File: config.mk
export PLATFORM = sky130hd
export DESIGN_NAME = ctcb_front
export DESIGN_NICKNAME = d
export VERILOG_FILES = /design/src/rtl/core/ctcb_pkg.sv /design/src/rtl/core/ctcb_front.sv
export SDC_FILE = /design/constraint.sdc
export NUM_CORES = 1
export LEC_CHECK = 0
export BUFFER_PORTS_ARGS = -buffer_cell sky130_fd_sc_hd__buf_4
export CORE_ASPECT_RATIO = 0.9
export CORE_MARGIN = 1
export CORE_UTILIZATION = 40
export DETAILED_ROUTE_END_ITERATION = 8
export PLACE_DENSITY_LB_ADDON = 0.3
export SLEW_MARGIN = 20
export SYNTH_ARGS = -nofsm -noshare
export SYNTH_HDL_FRONTEND = slang
export SYNTH_SLANG_ARGS = --single-unit
export TNS_END_PERCENT = 20
File: constraint.sdc
create_clock -name clock -period 1.7 [get_ports clock]
set_input_delay 0.255 -clock clock [delete_from_list [all_inputs] [get_ports clock]]
set_output_delay 0.255 -clock clock [all_outputs]
set_load 0.01 [all_outputs]
File: src/rtl/core/ctcb_pkg.sv
// ----------------------------------------------------------------------------
// ctcb_pkg
// Shared types and constants of the sparse column pointer builder.
// ----------------------------------------------------------------------------
package ctcb_pkg;

   typedef logic [1:0] action_type;

   localparam action_type ACT_CLEAR    = 2'd0;
   localparam action_type ACT_ADD      = 2'd1;
   localparam action_type ACT_FINALIZE = 2'd2;
   localparam action_type ACT_READ     = 2'd3;

   localparam int CSR_INDEX_W = 2;
   localparam int CSR_DATA_W  = 32;

   localparam logic [CSR_INDEX_W-1:0] CSR_ROW_COUNT    = 2'd0;
   localparam logic [CSR_INDEX_W-1:0] CSR_COLUMN_COUNT = 2'd1;

   localparam int ROW_CFG_W    = 21;
   localparam int COL_CFG_W    = 11;
   localparam int PCOL_W       = 11;
   localparam int ROW_VALUE_W  = 20;
   localparam int COL_VALUE_W  = 10;
   localparam int WORD_W       = 32;

   localparam logic [ROW_CFG_W-1:0] ROWS_LIMIT = 21'd1048576;

   typedef struct packed {
      action_type action;
      logic       read_ok;
   } cmd_type;

endpackage

File: src/rtl/core/ctcb_front.sv
// ----------------------------------------------------------------------------
// ctcb_front
// Configuration registers, item acceptance and classification into the queue.
// ----------------------------------------------------------------------------
module ctcb_front #(
   parameter int MAX_COLUMNS = 1024,
   parameter int INDEX_WIDTH = 32,
   parameter int ADDR_W      = 11
) (
   input  logic                               clock,
   input  logic                               reset,
   input  logic                               csr_valid,
   output logic                               csr_ready,
   input  logic [ctcb_pkg::CSR_INDEX_W-1:0]   csr_index,
   input  logic [ctcb_pkg::CSR_DATA_W-1:0]    csr_wdata,
   input  logic                               req_valid,
   output logic                               req_ready,
   input  logic [1:0]                         req_action,
   input  logic [INDEX_WIDTH-1:0]             req_linear_index,
   input  logic [ctcb_pkg::PCOL_W-1:0]        req_pointer_column,
   input  logic                               init_busy,
   input  logic                               queue_full,
   output logic                               push,
   output ctcb_pkg::cmd_type                  push_cmd,
   output logic [INDEX_WIDTH-1:0]             push_lin,
   output logic [ADDR_W-1:0]                  push_addr,
   output logic [ctcb_pkg::ROW_CFG_W-1:0]     rows_eff,
   output logic [ADDR_W-1:0]                  cols_eff
);
   import ctcb_pkg::*;

   logic [ROW_CFG_W-1:0] row_count_ff, row_count_in;
   logic [COL_CFG_W-1:0] column_count_ff, column_count_in;

   always_comb begin
      row_count_in    = row_count_ff;
      column_count_in = column_count_ff;
      if (csr_valid) begin
         if (csr_index == CSR_ROW_COUNT) begin
            row_count_in = csr_wdata[ROW_CFG_W-1:0];
         end else if (csr_index == CSR_COLUMN_COUNT) begin
            column_count_in = csr_wdata[COL_CFG_W-1:0];
         end
      end
   end

   always_ff @(posedge clock) begin
      if (reset) begin
         row_count_ff    <= ROW_CFG_W'(1);
         column_count_ff <= COL_CFG_W'(1);
      end else begin
         row_count_ff    <= row_count_in;
         column_count_ff <= column_count_in;
      end
   end

   assign csr_ready = 1'b1;

   always_comb begin
      if (row_count_ff == '0) begin
         rows_eff = ROW_CFG_W'(1);
      end else if (row_count_ff > ROWS_LIMIT) begin
         rows_eff = ROWS_LIMIT;
      end else begin
         rows_eff = row_count_ff;
      end
      if (column_count_ff == '0) begin
         cols_eff = ADDR_W'(1);
      end else if (32'(column_count_ff) > 32'(MAX_COLUMNS)) begin
         cols_eff = ADDR_W'(MAX_COLUMNS);
      end else begin
         cols_eff = ADDR_W'(column_count_ff);
      end
   end

   assign req_ready        = !queue_full && !init_busy;
   assign push             = req_valid && req_ready;
   assign push_cmd.action  = req_action;
   assign push_cmd.read_ok = (32'(req_pointer_column) <= 32'(MAX_COLUMNS));
   assign push_lin         = req_linear_index;
   assign push_addr        = ADDR_W'(req_pointer_column);

endmodule

==> impl_metrics.json, run 1 <==
{
  "syn_to_final_growth_pct": 25.87,
  "ir_drop_mv": 0.4109,
  "max_cap_violations": 0,
  "drive_gt1_share_pct": 39.47,
  "antenna_found_initial": 0,
  "yosys.area.top_type_share_pct": 35.70,
  "crit_arrival_ns": 1.36,
  "wire_per_inst_um": 12.25,
  "end_kind": "primary output",
  "grt_pass1_vias": 1385,
  "cts_root_buf": "clkbuf_8",
  "synth_ff_type": "dfxtp_1",
  "fin_crit_sh_pct": 95.23,
  "dp_hpwl_um": 3036,
  "syn_area_per_cell_sq_um": 7.869,
  "drc_errors": 0,
  "dp.cells": 318,
  "clk_path_buf_depth": 2,
  "grt_pass1_wl_um": 6203,
  "critPathMaxStageDelay_ns": 0.52,
  "syn_nets": 313,
  "cp_max_fo": 2,
  "required_ns": 1.44,
  "grt_max_degree": 33,
  "yosysTopAreaCell": "dfxtp_1",
  "dr_wl_met3_um": 244,
  "fin_area_sq_mm": 0.002258,
  "drt-total-wl_um": 3992,
  "criticalPathCategory": "input pin to primary output",
  "top_layer": "met4",
  "p_leak_nw": 1.099,
  "tritoncts": "done",
  "wl_met2_um": 1928,
  "postCtsHoldBufs": 0,
  "syn_area_sq_mm": 0.001794,
  "synthTopCellsByCount": "buf_4, nand2_1, dfxtp_1",
  "start_util_pct": 42.88,
  "cts.sinks": 32,
  "clkTransAtPathRegs_ns": 0.06,
  "vias_per_cell": 4.632,
  "tns_ns": 0,
  "cp-start-kind": "input pin",
  "synth.most_common_cell": "buf_4",
  "cp_slowest_cell": "or4_4",
  "synth-async-reset-ratio_pct": 0,
  "hp-class": "input pin to flop",
  "track_usage_pct": 16.88,
  "dieHeight_um": 65.54,
  "hold_viol": 0,
  "grt-ovfl-total": 0,
  "yosysSeqAreaShare_pct": 35.70,
  "first_pass_iters": 4,
  "clk_latency_ns": 0.27,
  "place_congestion": 0.7163,
  "antenna_left": 0,
  "dieArea_sq_mm": 0.004758,
  "outcome": "complete, no violations",
  "synth_edf_count": 0,
  "diodes": 0,
  "dp_slack_ns": 0.08500,
  "multi_input_area_sq_um": 774.5,
  "drt-met1-wl_um": 1769,
  "grt_setup_unrepaired": "false",
  "htreeDepth": 2,
  "cp_top_family": "simple AND/OR/NAND/NOR gates",
  "fmax_mhz": 617.7,
  "critPathMostFrequentCell": "buf_4",
  "fin_ws_ns": 0.08115,
  "crit_chain": "buf_4, or4_4, o41ai_2, buf_4",
  "finalSetupViolCount": 0,
  "p_per_area_mw_per_mm2": 738.3,
  "fillCellCount": 418,
  "die_w_um": 72.60,
  "cp.buffers_inverters": 2,
  "yosysWarnings": 0,
  "dpl-instance-area_sq_mm": 0.002135,
  "synthDistinctLibCells": 24,
  "cts-buffers-inserted": 5,
  "slew_violations": 0,
  "skew_ns": 0,
  "io_pins": 166,
  "fin_cells": 326,
  "synthTopCellsByArea": "dfxtp_1, buf_4, nor2b_1",
  "ys_ff_latch": 32,
  "period_minus_slack_ns": 1.619,
  "regArea_sq_um": 640.6,
  "netlist_instances": 228,
  "rows": 22,
  "num_vias": 1510,
  "layout.nets": 350,
  "port-buffer-count": 85,
  "coreArea_sq_mm": 0.004184,
  "drt_iter0_drc": 62
}
[sequential cells by signal, summed over array words and instances (netlist names)]
signal,count
row_count_ff,21
column_count_ff,11
[metrics by stage]
step                      utilization [%]  total power [mW]  hold WS, ns
after floorplan                         -             1.035       0.3494
after global placement              51.02             1.098       0.4453
after detailed placement            51.02             1.101       0.4548
after CTS                           53.23             1.686       0.2123
after global routing                53.98             1.749       0.2155
final                               53.98             1.667       0.2156
[report_power, final]
group          total (mW)  leakage, nW  internal, mW  switching (mW)
logic               0.289        0.788         0.164           0.125
registers           0.800        0.260         0.776          0.0237
clock network       0.578       0.0510         0.322           0.256
[metal layers]
metal	GRT usage (%)	vias up
li1	-	760
met1	19.79	695
met2	28.39	44
met3	5.368	11
met4	6.863	0
met5	0	-
[area by class of cell]
| cell class | instances | share of cell area (%) |
|---|---|---|
| clock buffers | 6 | 3.657 |
| clock inverters | 2 | 0.4432 |
| inverters | 2 | 0.3324 |
| multi-input cells | 135 | 34.29 |
| flip-flops and latches | 32 | 28.37 |
| well taps | 60 | 3.324 |
| repair buffers | 89 | 29.58 |
[layout by cell type, fill, tap and decap left out, drive strengths merged, types with 2 or more instances in the layout]
| cell type | count |
|---|---|
| buf | 89 |
| nand2 | 42 |
| dfxtp | 32 |
| nor2b | 28 |
| a21oi | 20 |
| nor2 | 14 |
| mux2i | 10 |
| clkbuf | 6 |
| nor4 | 6 |
| nand3b | 3 |
| inv | 2 |
| clkinv | 2 |
| or4 | 2 |
[cell families after synthesis]
kind of cell           after synthesis  share of synthesized area, %
AND/OR/NAND/NOR                    100                         27.96
buffers and inverters               61                         22.87
flip-flops                          32                         35.70
AO/OA/AOI/OAI                       24                         7.672
multiplexers                        10                         5.579
other                                1                        0.2090
[worst reg2reg max path, cell delays in order, from the launching register on]
cell	delay, ns
dfxtp_1	0.57
mux2i_1	0.13
nor2_1	0.09
[repair_timing]
item                       4_1_cts  5_1_grt
hold endpoints to repair         0        0
buffers inserted                 0        0
resized for setup                0        5
setup endpoints to repair        0        2
[worst paths after layout]
check             cells after the start                   from  slack (ns)                   to
hold / removal                        3           csr_wdata[0]        0.22      row_count_ff[0]
setup / recovery                      4  req_pointer_column[6]        0.08          push_cmd[0]
setup reg to reg                      2    column_count_ff[10]        0.85  column_count_ff[10]
hold reg to reg                       1     column_count_ff[0]        0.47   column_count_ff[0]
No activity file was read; power rests on OpenSTA's default activity.
==> run 2, diff against run 1 <==
--- a/config.mk
+++ b/config.mk
@@ -6,7 +6,6 @@
 export NUM_CORES = 1
 export LEC_CHECK = 0
 export BUFFER_PORTS_ARGS = -buffer_cell sky130_fd_sc_hd__buf_4
-export CORE_ASPECT_RATIO = 0.9
 export CORE_MARGIN = 1
 export CORE_UTILIZATION = 40
 export DETAILED_ROUTE_END_ITERATION = 8
==> run 2 against run 1 <==
Cell count decreased by 3.4%. Wire length rose by 1.5%. Via count about the same. Global-route usage decreased by 0.17 points. Clock skew is the same. Power decreased by 3.2%. Cell area decreased by 2.3%. Register-to-register slack better by 0.02 ns. Clock-buffer cell count unchanged. Sequential cell count unchanged. Largest cell class unchanged. Highest routed layer unchanged.
==> impl_metrics.json, run 2 (synthesis results as in run 1) <==
{
  "drc_errors": 0,
  "slew_violations": 0,
  "dp_hpwl_um": 3016,
  "grt-ovfl-total": 0,
  "outcome": "complete, no violations",
  "period_minus_slack_ns": 1.634,
  "port-buffer-count": 85,
  "antenna_found_initial": 0,
  "dieArea_sq_mm": 0.004758,
  "syn_to_final_growth_pct": 22.94,
  "crit_start": "row_count_ff[12]",
  "cts.sinks": 32,
  "criticalPathCategory": "flop to primary output",
  "hp-class": "input pin to flop",
  "top_register": "row_count_ff",
  "final_cell_mix": "buf_4, nand2_1, dfxtp_1",
  "grt_max_degree": 33,
  "first_pass_iters": 4,
  "fillCellCount": 446,
  "wire_per_inst_um": 12.86,
  "required_ns": 1.44,
  "vias_per_cell": 4.790,
  "largest_reg_flops": 21,
  "ir_drop_mv": 0.4814,
  "io_pins": 166,
  "end_kind": "primary output",
  "cts_root_buf": "clkbuf_8",
  "crit_arrival_ns": 1.38,
  "place_congestion": 0.7120,
  "reg2reg_from": "column_count_ff[10]",
  "top_regs": "row_count_ff: 21 flops, column_count_ff: 11 flops",
  "fin_crit_sh_pct": 96.13,
  "p_leak_nw": 1.083,
  "drive_gt1_share_pct": 37.36,
  "skew_ns": 0,
  "grt_pass1_wl_um": 5733,
  "min-delay-start": "csr_wdata[0]",
  "drt-total-wl_um": 4051,
  "clk_latency_ns": 0.27,
  "rows": 23,
  "htreeDepth": 2,
  "layout.nets": 350,
  "cp-start-kind": "flop",
  "track_usage_pct": 16.71,
  "finalSetupViolCount": 0,
  "clk_path_buf_depth": 2,
  "dieHeight_um": 68.98,
  "cp_max_fo": 3,
  "cts-buffers-inserted": 5,
  "utilization_pct": 53.23,
  "coreArea_sq_mm": 0.004144,
  "num_vias": 1509,
  "hold_ws_ns": 0.2092,
  "tritoncts": "done",
  "layout_commonest_cell": "buf_4",
  "start_util_pct": 43.30,
  "hold_viol": 0,
  "max_cap_violations": 0,
  "die_w_um": 68.98,
  "diodes": 0,
  "dp_slack_ns": 0.1022,
  "clkTransAtPathRegs_ns": 0.06,
  "fmax_mhz": 611.9,
  "antenna_left": 0,
  "drt_iter0_drc": 48,
  "grt_pass1_vias": 1286,
  "p_per_area_mw_per_mm2": 731.6,
  "fin_ws_ns": 0.06578
}
## run 2: stage by stage
stage                     setup TNS, ns  instance area, sq um  power, mW  instances
after floorplan                       0                  1794      1.035        228
after global placement                0                  2122      1.097        308
after detailed placement              0                  2122      1.101        308
after CTS                             0                  2200      1.631        315
after global routing           -0.03810                  2206      1.687        315
final                                 0                  2206      1.614        315
## run 2: layout make-up
cell class                      count  area, sq um  area share [%]
Inverter                            2        7.507          0.3403
Timing Repair Buffer               89        668.1           30.29
Tap cell                           50        62.56           2.836
Clock buffer                        6        72.57           3.290
Multi-Input combinational cell    135        749.5           33.98
Clock inverter                      1        5.005          0.2269
Sequential cell                    32        640.6           29.04
## run 2: power breakdown
group | switching (mW) | internal (mW) | total, mW
Clock | 0.252 | 0.278 | 0.530
Combinational | 0.125 | 0.160 | 0.285
Sequential | 0.0226 | 0.776 | 0.799
## run 2: critical path: stages (launching register included)
cell	delay, ns
dfxtp_1	0.33
nor4_2	0.30
nand3_1	0.16
o22ai_1	0.17
buf_4	0.15
## run 2: what timing repair did
item                                    CTS  global route
buffers inserted                          0             0
gates resized for setup                   0             1
hold buffers                              0             0
endpoints found under the setup margin    0             1
## run 2: path summary, 6_finish.rpt
path | cells after the start | to | slack, ns
max reg2reg | 2 | column_count_ff[10] | 0.87
min reg2reg | 2 | row_count_ff[9] | 0.47
max | 4 | rows_eff[0] | 0.07
min | 3 | row_count_ff[0] | 0.21
## run 2: routing by layer
layer	global-route usage (%)	routed length, um	up-vias	share of wire [%]
met5	0	0	-	0
met2	27.55	2036	58	50
met4	8.673	63	0	1.6
met3	4.441	269	11	6.6
li1	-	-	761	-
met1	19.70	1682	679	42
