===== src/rtl/core/ctcb_pkg.sv =====
// ----------------------------------------------------------------------------
// ctcb_pkg
// Shared types and constants of the sparse column pointer builder.
// ----------------------------------------------------------------------------
package ctcb_pkg;

   typedef logic [1:0] action_type;

   localparam action_type ACT_CLEAR    = 2'd0;
   localparam action_type ACT_ADD      = 2'd1;
   localparam action_type ACT_FINALIZE = 2'd2;
   localparam action_type ACT_READ     = 2'd3;

   localparam int CSR_INDEX_W = 2;
   localparam int CSR_DATA_W  = 32;

   localparam logic [CSR_INDEX_W-1:0] CSR_ROW_COUNT    = 2'd0;
   localparam logic [CSR_INDEX_W-1:0] CSR_COLUMN_COUNT = 2'd1;

   localparam int ROW_CFG_W    = 21;
   localparam int COL_CFG_W    = 11;
   localparam int PCOL_W       = 11;
   localparam int ROW_VALUE_W  = 20;
   localparam int COL_VALUE_W  = 10;
   localparam int WORD_W       = 32;

   localparam logic [ROW_CFG_W-1:0] ROWS_LIMIT = 21'd1048576;

   typedef struct packed {
      action_type action;
      logic       read_ok;
   } cmd_type;

endpackage


===== src/rtl/core/ctcb_queue.sv =====
// ----------------------------------------------------------------------------
// ctcb_queue
// Two-entry queue of classified items between the front and the back end.
// ----------------------------------------------------------------------------
module ctcb_queue #(
   parameter int LIN_W  = 32,
   parameter int ADDR_W = 11
) (
   input  logic                clock,
   input  logic                reset,
   input  logic                push,
   input  ctcb_pkg::cmd_type   push_cmd,
   input  logic [LIN_W-1:0]    push_lin,
   input  logic [ADDR_W-1:0]   push_addr,
   output logic                full,
   output logic                head_valid,
   output ctcb_pkg::cmd_type   head_cmd,
   output logic [LIN_W-1:0]    head_lin,
   output logic [ADDR_W-1:0]   head_addr,
   input  logic                pop
);
   import ctcb_pkg::*;

   cmd_type             cmd_ff  [2];
   logic [LIN_W-1:0]    lin_ff  [2];
   logic [ADDR_W-1:0]   addr_ff [2];
   logic                wr_ptr_ff, wr_ptr_in;
   logic                rd_ptr_ff, rd_ptr_in;
   logic [1:0]          count_ff, count_in;

   always_comb begin
      wr_ptr_in = push ? ~wr_ptr_ff : wr_ptr_ff;
      rd_ptr_in = pop ? ~rd_ptr_ff : rd_ptr_ff;
      count_in  = count_ff + 2'(push) - 2'(pop);
   end

   always_ff @(posedge clock) begin
      if (reset) begin
         wr_ptr_ff <= 1'b0;
         rd_ptr_ff <= 1'b0;
         count_ff  <= 2'd0;
      end else begin
         wr_ptr_ff <= wr_ptr_in;
         rd_ptr_ff <= rd_ptr_in;
         count_ff  <= count_in;
      end
   end

   always_ff @(posedge clock) begin
      if (push) begin
         cmd_ff[wr_ptr_ff]  <= push_cmd;
         lin_ff[wr_ptr_ff]  <= push_lin;
         addr_ff[wr_ptr_ff] <= push_addr;
      end
   end

   assign full       = (count_ff == 2'd2);
   assign head_valid = (count_ff != 2'd0);
   assign head_cmd   = cmd_ff[rd_ptr_ff];
   assign head_lin   = lin_ff[rd_ptr_ff];
   assign head_addr  = addr_ff[rd_ptr_ff];

endmodule


===== config.mk =====
export PLATFORM = sky130hd
export DESIGN_NAME = ctcb_queue
export DESIGN_NICKNAME = d
export VERILOG_FILES = /design/src/rtl/core/ctcb_pkg.sv /design/src/rtl/core/ctcb_queue.sv
export SDC_FILE = /design/constraint.sdc
export NUM_CORES = 1
export LEC_CHECK = 0
export BUFFER_PORTS_ARGS = -buffer_cell sky130_fd_sc_hd__clkbuf_2
export CAP_MARGIN = 10
export CORE_UTILIZATION = 45
export CTS_CLUSTER_DIAMETER = 150
export DETAILED_ROUTE_END_ITERATION = 16
export GPL_ROUTABILITY_DRIVEN = 0
export PLACE_DENSITY = 0.7
export SLEW_MARGIN = 20
export SYNTH_ARGS = -nofsm -noshare
export SYNTH_HDL_FRONTEND = slang
export SYNTH_SLANG_ARGS = --single-unit

===== constraint.sdc =====
create_clock -name clock -period 4 [get_ports clock]
set_input_delay 0.8 -clock clock [delete_from_list [all_inputs] [get_ports clock]]
set_output_delay 0.8 -clock clock [all_outputs]
set_load 0.02 [all_outputs]

==> results.py, run 1 <==
metrics = {
    "run_status": {
        "status": "finished, final reports clean",
    },
    "drt": {
        "ant_nets": 0,
        "drt_drc_violations_left": 0,
        "vias": 1771,
        "wl_um": 5750,
        "drt_iter0_markers": 21,
        "firstDrtPassIters": 4,
        "via_per_inst": 4.70,
        "drt-wirelength-per-cell_um": 15.3,
    },
    "cts": {
        "ctsResizeCount": 0,
        "clk_pin_slew_worst_paths_ps": 80,
        "numCtsBuffers": 9,
        "clock-sinks": 97,
        "cts_tree": "yes",
        "htreeDepth": 3,
        "cts_setup_buffers": 0,
        "clock_latency_ps": 350,
        "ctsHoldBuffers": 0,
        "cts-root-buf": "clkbuf_8",
        "clockBufferDepth": 2,
    },
    "global_routing": {
        "antenna_found_initial": 0,
        "grt_start_max_net_pins": 47,
        "globalRoute.totalOverflow": 0,
        "grt_pass1_wl_um": 8690,
        "track_usage_pct": 14.1,
        "grt_pass1_vias": 1744,
    },
    "sta": {
        "holdWs_ps": 527,
        "slew_violations": 0,
        "rsz0062_at_grt": "no",
        "relSlewSlack_pct": 58.5,
        "clock.fmax_mhz": 368,
        "finalSetupTns_ps": 0,
        "finalCritPeriodShare_pct": 68.0,
        "max_slew.worst_pin.slew_ps": 623,
        "finClkSkew_ps": 6.60,
        "setup_violations": 0,
        "finalHoldViolCount": 0,
        "post-route-min-period_ps": 2720,
    },
    "logic_synthesis": {
        "netlist_area_um2": 3740,
        "avgSynthCellArea_um2": 22.8,
        "synthTopCellsByArea": "edfxtp_1 74%, mux2_4 16%, dfxtp_1 2.7%",
        "ys_seq_elements": 97,
        "synth_common_cells": "92 x edfxtp_1, 40 x mux2_4, 6 x mux2_2",
        "synth_top_cell_area_share_pct": 73.8,
        "syn_inst": 164,
        "yosysWarnings": 0,
        "synthArstFlopShare_pct": 0,
        "ys_seq_area_share_pct": 76.5,
        "synth_flop_cell": "edfxtp_1",
        "syn_nets": 216,
        "synth_edf_count": 92,
        "yosys.area.top_type": "edfxtp_1",
        "yosysMostFrequentCell": "edfxtp_1",
        "ys_types": 14,
    },
    "worst_setup_path": {
        "rr_worst_depth": 1,
        "criticalPathCategory": "reg -> out",
        "r2r-end": "lin_ff[1][23]$_DFFE_PP_",
        "path_max_fanout": 19,
        "crit_path_end_kind": "output port",
        "rrSetupSlack_ps": 2610,
        "rr_startpoint": "wr_ptr_ff$_SDFFE_PP0P_",
        "crit_arrival_ps": 1920,
        "crit_path_start_kind": "register",
        "cp_data_required_time_ps": 3200,
    },
    "run": {
        "drv_cap": 0,
    },
    "floorplan": {
        "initial_core_util_pct": 47.4,
        "core-area_um2": 7890,
        "io_pins": 98,
        "die-area_um2": 8680,
        "rows": 32,
        "die_h_um": 93.2,
        "die_x_um": 93.2,
    },
    "min_path": {
        "hold_path_class": "reg -> reg",
        "holdPathStages": 2,
        "hold_path.startpoint": "rd_ptr_ff$_SDFFE_PP0P_",
        "worstHoldEndpoint": "rd_ptr_ff$_SDFFE_PP0P_",
    },
    "cells_and_area": {
        "antenna_cells": 0,
        "drive_gt1_share_pct": 59.3,
        "nets": 322,
        "area_growth_syn_to_layout_pct": 20.5,
        "n_fill_cell": 636,
    },
    "power_and_ir_drop": {
        "power_leakage_nw": 1.82,
        "ir_worst_vdd_v": 0.000229,
        "powerDensity_nw_per_um2": 489,
    },
    "place": {
        "hpwlAfterDp_um": 3780,
        "portBuffers": 97,
    },
}
## layout make-up
cell class	count	area [um^2]	share of cell area (%)
Clock buffer	11	131	2.91
Clock inverter	5	80.1	1.78
Inverter	2	7.51	0.167
Multi-Input combinational cell	60	790	17.5
Sequential cell	97	2860	63.5
Tap cell	102	128	2.83
Timing Repair Buffer	100	508	11.3
## logic make-up (layout without fill, tap and decap cells)
family / after synthesis / after routing / synth area share, %
fa+ha+maj: 2 / 2 / 0.669
buf+inv: 7 / 118 / 2.64
xor+xnor: 3 / 3 / 1.07
simple gates: 9 / 9 / 1.24
flops: 97 / 97 / 76.5
mux: 46 / 46 / 17.9
## layer usage
| layer | wire length [um] | GRT usage, % | up-vias |
|---|---|---|---|
| met5 | 0 | 0 | - |
| met4 | 145 | 10.4 | 0 |
| met3 | 259 | 3.33 | 10 |
| met2 | 2830 | 22.2 | 50 |
| met1 | 2510 | 17.0 | 865 |
| li1 | - | - | 846 |
## stage by stage
step	setup WS [ps]	util (%)	power (mW)	cells	instance area (um^2)
floorplan	699	-	1.47	164	3740
global placement	1630	54.5	1.56	361	4300
detailed placement	1620	54.5	1.57	361	4300
CTS	1230	57.2	2.23	377	4510
global route	1170	57.2	2.29	377	4510
finish	1280	57.2	2.20	377	4510
## report_power, final
part	switching (mW)	internal [mW]
clock	0.317	0.352
sequential	0.0264	1.18
combinational	0.173	0.153
total	0.516	1.69
## cell usage in the layout (no fill, tap or decap), drive strengths merged
cell type	instances
clkbuf	108
edfxtp	92
mux2	46
dfxtp	5
nor2	4
buf	3
nor2b	3
inv	2
xnor2	2
ha	2
bufinv	2
clkinv	2
or2	1
and2	1
xnor3	1
clkinvlp	1
## worst max-delay path: stages, from the launching register on
cell and delay, ps:
dfxtp_2 640, buf_4 430, mux2_4 340, clkbuf_2 160
## registers in the layout, summed over array words and instances, names as in the netlist, named ones only
signal     count
addr_ff       22
rd_ptr_ff      1
wr_ptr_ff      1
cmd_ff         6
lin_ff        64
count_ff       2
## worst max path at each step
stage                     slack, ps                       to  cells past startpoint      from
final                          1280             head_lin[22]                      3  register
after global routing           1170             head_lin[26]                      3  register
after CTS                      1230             head_lin[26]                      3  register
after detailed placement       1620             head_lin[26]                      3  register
after global placement         1630             head_lin[26]                      3  register
after floorplan                 700  addr_ff[0][0]$_DFFE_PP_                      1      push
No activity file was read; power rests on OpenSTA's default activity.
==> run 2: changes to the inputs <==
--- a/config.mk
+++ b/config.mk
@@ -5,13 +5,14 @@
 export SDC_FILE = /design/constraint.sdc
 export NUM_CORES = 1
 export LEC_CHECK = 0
+export ABC_AREA = 1
 export BUFFER_PORTS_ARGS = -buffer_cell sky130_fd_sc_hd__clkbuf_2
 export CAP_MARGIN = 10
 export CORE_UTILIZATION = 45
 export CTS_CLUSTER_DIAMETER = 150
 export DETAILED_ROUTE_END_ITERATION = 16
 export GPL_ROUTABILITY_DRIVEN = 0
-export PLACE_DENSITY = 0.7
+export PLACE_DENSITY = 0.72
 export SLEW_MARGIN = 20
 export SYNTH_ARGS = -nofsm -noshare
 export SYNTH_HDL_FRONTEND = slang
==> constraint.sdc (replaced) <==
create_clock -name clock -period 2.5 [get_ports clock]
set_input_delay 0.5 -clock clock [delete_from_list [all_inputs] [get_ports clock]]
set_output_delay 0.5 -clock clock [all_outputs]
set_load 0.02 [all_outputs]
==> results.py, run 2 <==
metrics = {
    "cells_and_area": {
        "instances_no_fill": 390,
        "multiInputGateArea_um2": 769,
        "nets": 335,
        "n_fill_cell": 621,
        "largest_register": "lin_ff",
        "largestRegisters": "lin_ff: 64 flops, addr_ff: 22 flops, cmd_ff: 6 flops",
        "final_common_cell": "clkbuf_2",
        "antenna_cells": 0,
        "register_area_um2": 2870,
        "layout.cells.most_common_list": "97 x clkbuf_2, 92 x edfxtp_1, 40 x mux2_4",
        "drive_gt1_share_pct": 58.0,
        "largest_reg_flops": 64,
        "area_growth_syn_to_layout_pct": 20.9,
    },
    "sta": {
        "rsz0062_at_grt": "no",
        "finalSetupTns_ps": 0,
        "max_slew.worst_pin.slew_ps": 437,
        "post-route-min-period_ps": 2210,
        "finalHoldViolCount": 0,
        "slew_violations": 0,
        "clock.fmax_mhz": 452,
        "holdWs_ps": 336,
        "finalCritPeriodShare_pct": 88.6,
        "relSlewSlack_pct": 70.9,
        "setup_violations": 0,
        "finClkSkew_ps": 6.14,
    },
    "logic_synthesis": {
        "ys_types": 14,
        "yosys.area.top_type": "edfxtp_1",
        "syn_nets": 226,
        "synth_flop_cell": "edfxtp_1",
        "synthArstFlopShare_pct": 0,
        "synthTopCellsByArea": "edfxtp_1 74%, mux2_4 16%, dfxtp_1 2.7%",
        "synth_top_cell_area_share_pct": 73.7,
        "synth_edf_count": 92,
        "avgSynthCellArea_um2": 21.5,
        "ys_seq_area_share_pct": 76.4,
        "yosysMostFrequentCell": "edfxtp_1",
        "synth_common_cells": "92 x edfxtp_1, 40 x mux2_4, 8 x inv_1",
        "syn_inst": 174,
        "netlist_area_um2": 3750,
        "ys_seq_elements": 97,
        "yosysWarnings": 0,
    },
    "cts": {
        "htreeDepth": 3,
        "numCtsBuffers": 9,
        "clock_latency_ps": 340,
        "cts-root-buf": "clkbuf_8",
        "cts_tree": "yes",
        "ctsHoldBuffers": 0,
        "ctsResizeCount": 0,
        "clockBufferDepth": 2,
        "clock-sinks": 97,
        "clk_pin_slew_worst_paths_ps": 90,
        "cts_setup_buffers": 0,
    },
    "floorplan": {
        "die_h_um": 93.2,
        "die-area_um2": 8690,
        "initial_core_util_pct": 47.5,
        "die_x_um": 93.2,
        "io_pins": 98,
        "rows": 32,
        "core-area_um2": 7890,
    },
    "power_and_ir_drop": {
        "p_switching_mw": 0.829,
        "p_clk_share_pct": 27.3,
        "p_int_mw": 2.48,
        "pwr-share-comb_pct": 14.8,
        "powerDensity_nw_per_um2": 730,
        "power_leakage_nw": 1.84,
        "finalPower_mw": 3.31,
        "power_switching_share_pct": 25.1,
        "ir_worst_vdd_v": 0.000434,
        "seq_power_share_pct": 57.9,
    },
    "drt": {
        "firstDrtPassIters": 4,
        "wl_um": 5820,
        "drt_iter0_markers": 65,
        "drt-wirelength-per-cell_um": 14.9,
        "via_per_inst": 4.84,
        "ant_nets": 0,
        "drt_drc_violations_left": 0,
        "vias": 1889,
    },
    "place": {
        "place_inst": 374,
        "portBuffers": 97,
        "hpwlAfterDp_um": 4030,
    },
    "run": {
        "drv_cap": 0,
    },
    "worst_setup_path": {
        "path_max_fanout": 20,
        "cp_data_required_time_ps": 2000,
        "rr_startpoint": "wr_ptr_ff$_SDFFE_PP0P_",
        "cp_cell_sequence": "buf_4 -> mux2_2 -> clkbuf_2",
        "crit_arrival_ps": 1710,
        "slowest_delay_ps": 590,
        "criticalPathCategory": "reg -> out",
        "crit_path_start_kind": "register",
        "critical_path_buf_inv_count": 2,
        "cp_top_family": "flip-flops",
        "crit_path_end_kind": "output port",
        "cpMaxStageDelayCell": "dfxtp_4",
    },
    "global_routing": {
        "globalRoute.totalOverflow": 0,
        "grt_start_max_net_pins": 34,
        "grt_pass1_vias": 1874,
        "grt_pass1_wl_um": 8880,
        "track_usage_pct": 14.1,
        "antenna_found_initial": 0,
    },
    "min_path": {
        "hold_path_class": "in -> reg",
        "hold_path.startpoint": "push_lin[3]",
    },
    "run_status": {
        "status": "finished, final reports clean",
    },
}
-- run 2: changes by cell type after synthesis, sizes merged --
cell / before / now
nor3: 0 / 1
nor2b: 3 / 0
nand3: 0 / 1
inv: 2 / 8
nor2: 4 / 7
xnor2: 2 / 1
or2: 1 / 0
a21oi: 0 / 1
and2: 1 / 0
xnor3: 1 / 0
nand2: 0 / 5
-- run 2: metrics by stage --
| step | instance area (um^2) | util [%] | setup slack, ps |
|---|---|---|---|
| floorplan | 3750 | - | 367 |
| global placement | 4350 | 55.1 | 646 |
| detailed placement | 4350 | 55.1 | 643 |
| CTS | 4530 | 57.4 | 239 |
| global route | 4530 | 57.4 | 179 |
| finish | 4530 | 57.4 | 286 |
-- run 2: power groups by stage --
stage | combinational, mW | clock (mW) | sequential (mW)
final | 0.490 | 0.903 | 1.91
after global routing | 0.525 | 1.01 | 1.92
after CTS | 0.497 | 0.944 | 1.92
after detailed placement | 0.495 | 0 | 1.95
after global placement | 0.485 | 0 | 1.95
after floorplan | 0.365 | 0 | 1.93
-- run 2: path summary, 6_finish.rpt --
kind | to | slack [ps] | depth (start not counted)
min reg2reg | rd_ptr_ff$_SDFFE_PP0P_ | 520 | 2
min | lin_ff[1][3]$_DFFE_PP_ | 340 | 1
max reg2reg | lin_ff[1][14]$_DFFE_PP_ | 1140 | 3
max | head_cmd[2] | 290 | 3
-- run 2: area by class of cell --
type / count / area share, %
Timing Repair Buffer: 103 / 12.3
Tap cell: 102 / 2.82
Multi-Input combinational cell: 64 / 17.0
Inverter: 8 / 0.663
Sequential cell: 97 / 63.3
Clock inverter: 6 / 1.19
Clock buffer: 10 / 2.82
-- run 2: cell families (layout without fill, tap and decap cells) --
family,count (synthesis),after routing,share of synthesized area (%)
flops,97,97,76.4
simple gates,14,14,1.47
mux,46,46,17.8
buf+inv,13,127,3.24
compound gates,1,1,0.133
fa+ha+maj,2,2,0.668
xor+xnor,1,1,0.234
-- run 2: layer usage --
metal | vias to the layer above | track usage, % | routed length (um)
li1 | 881 | - | -
met1 | 932 | 16.2 | 2390
met2 | 68 | 24.2 | 3020
met3 | 8 | 4.15 | 315
met4 | 0 | 6.28 | 85
met5 | - | 0 | 0
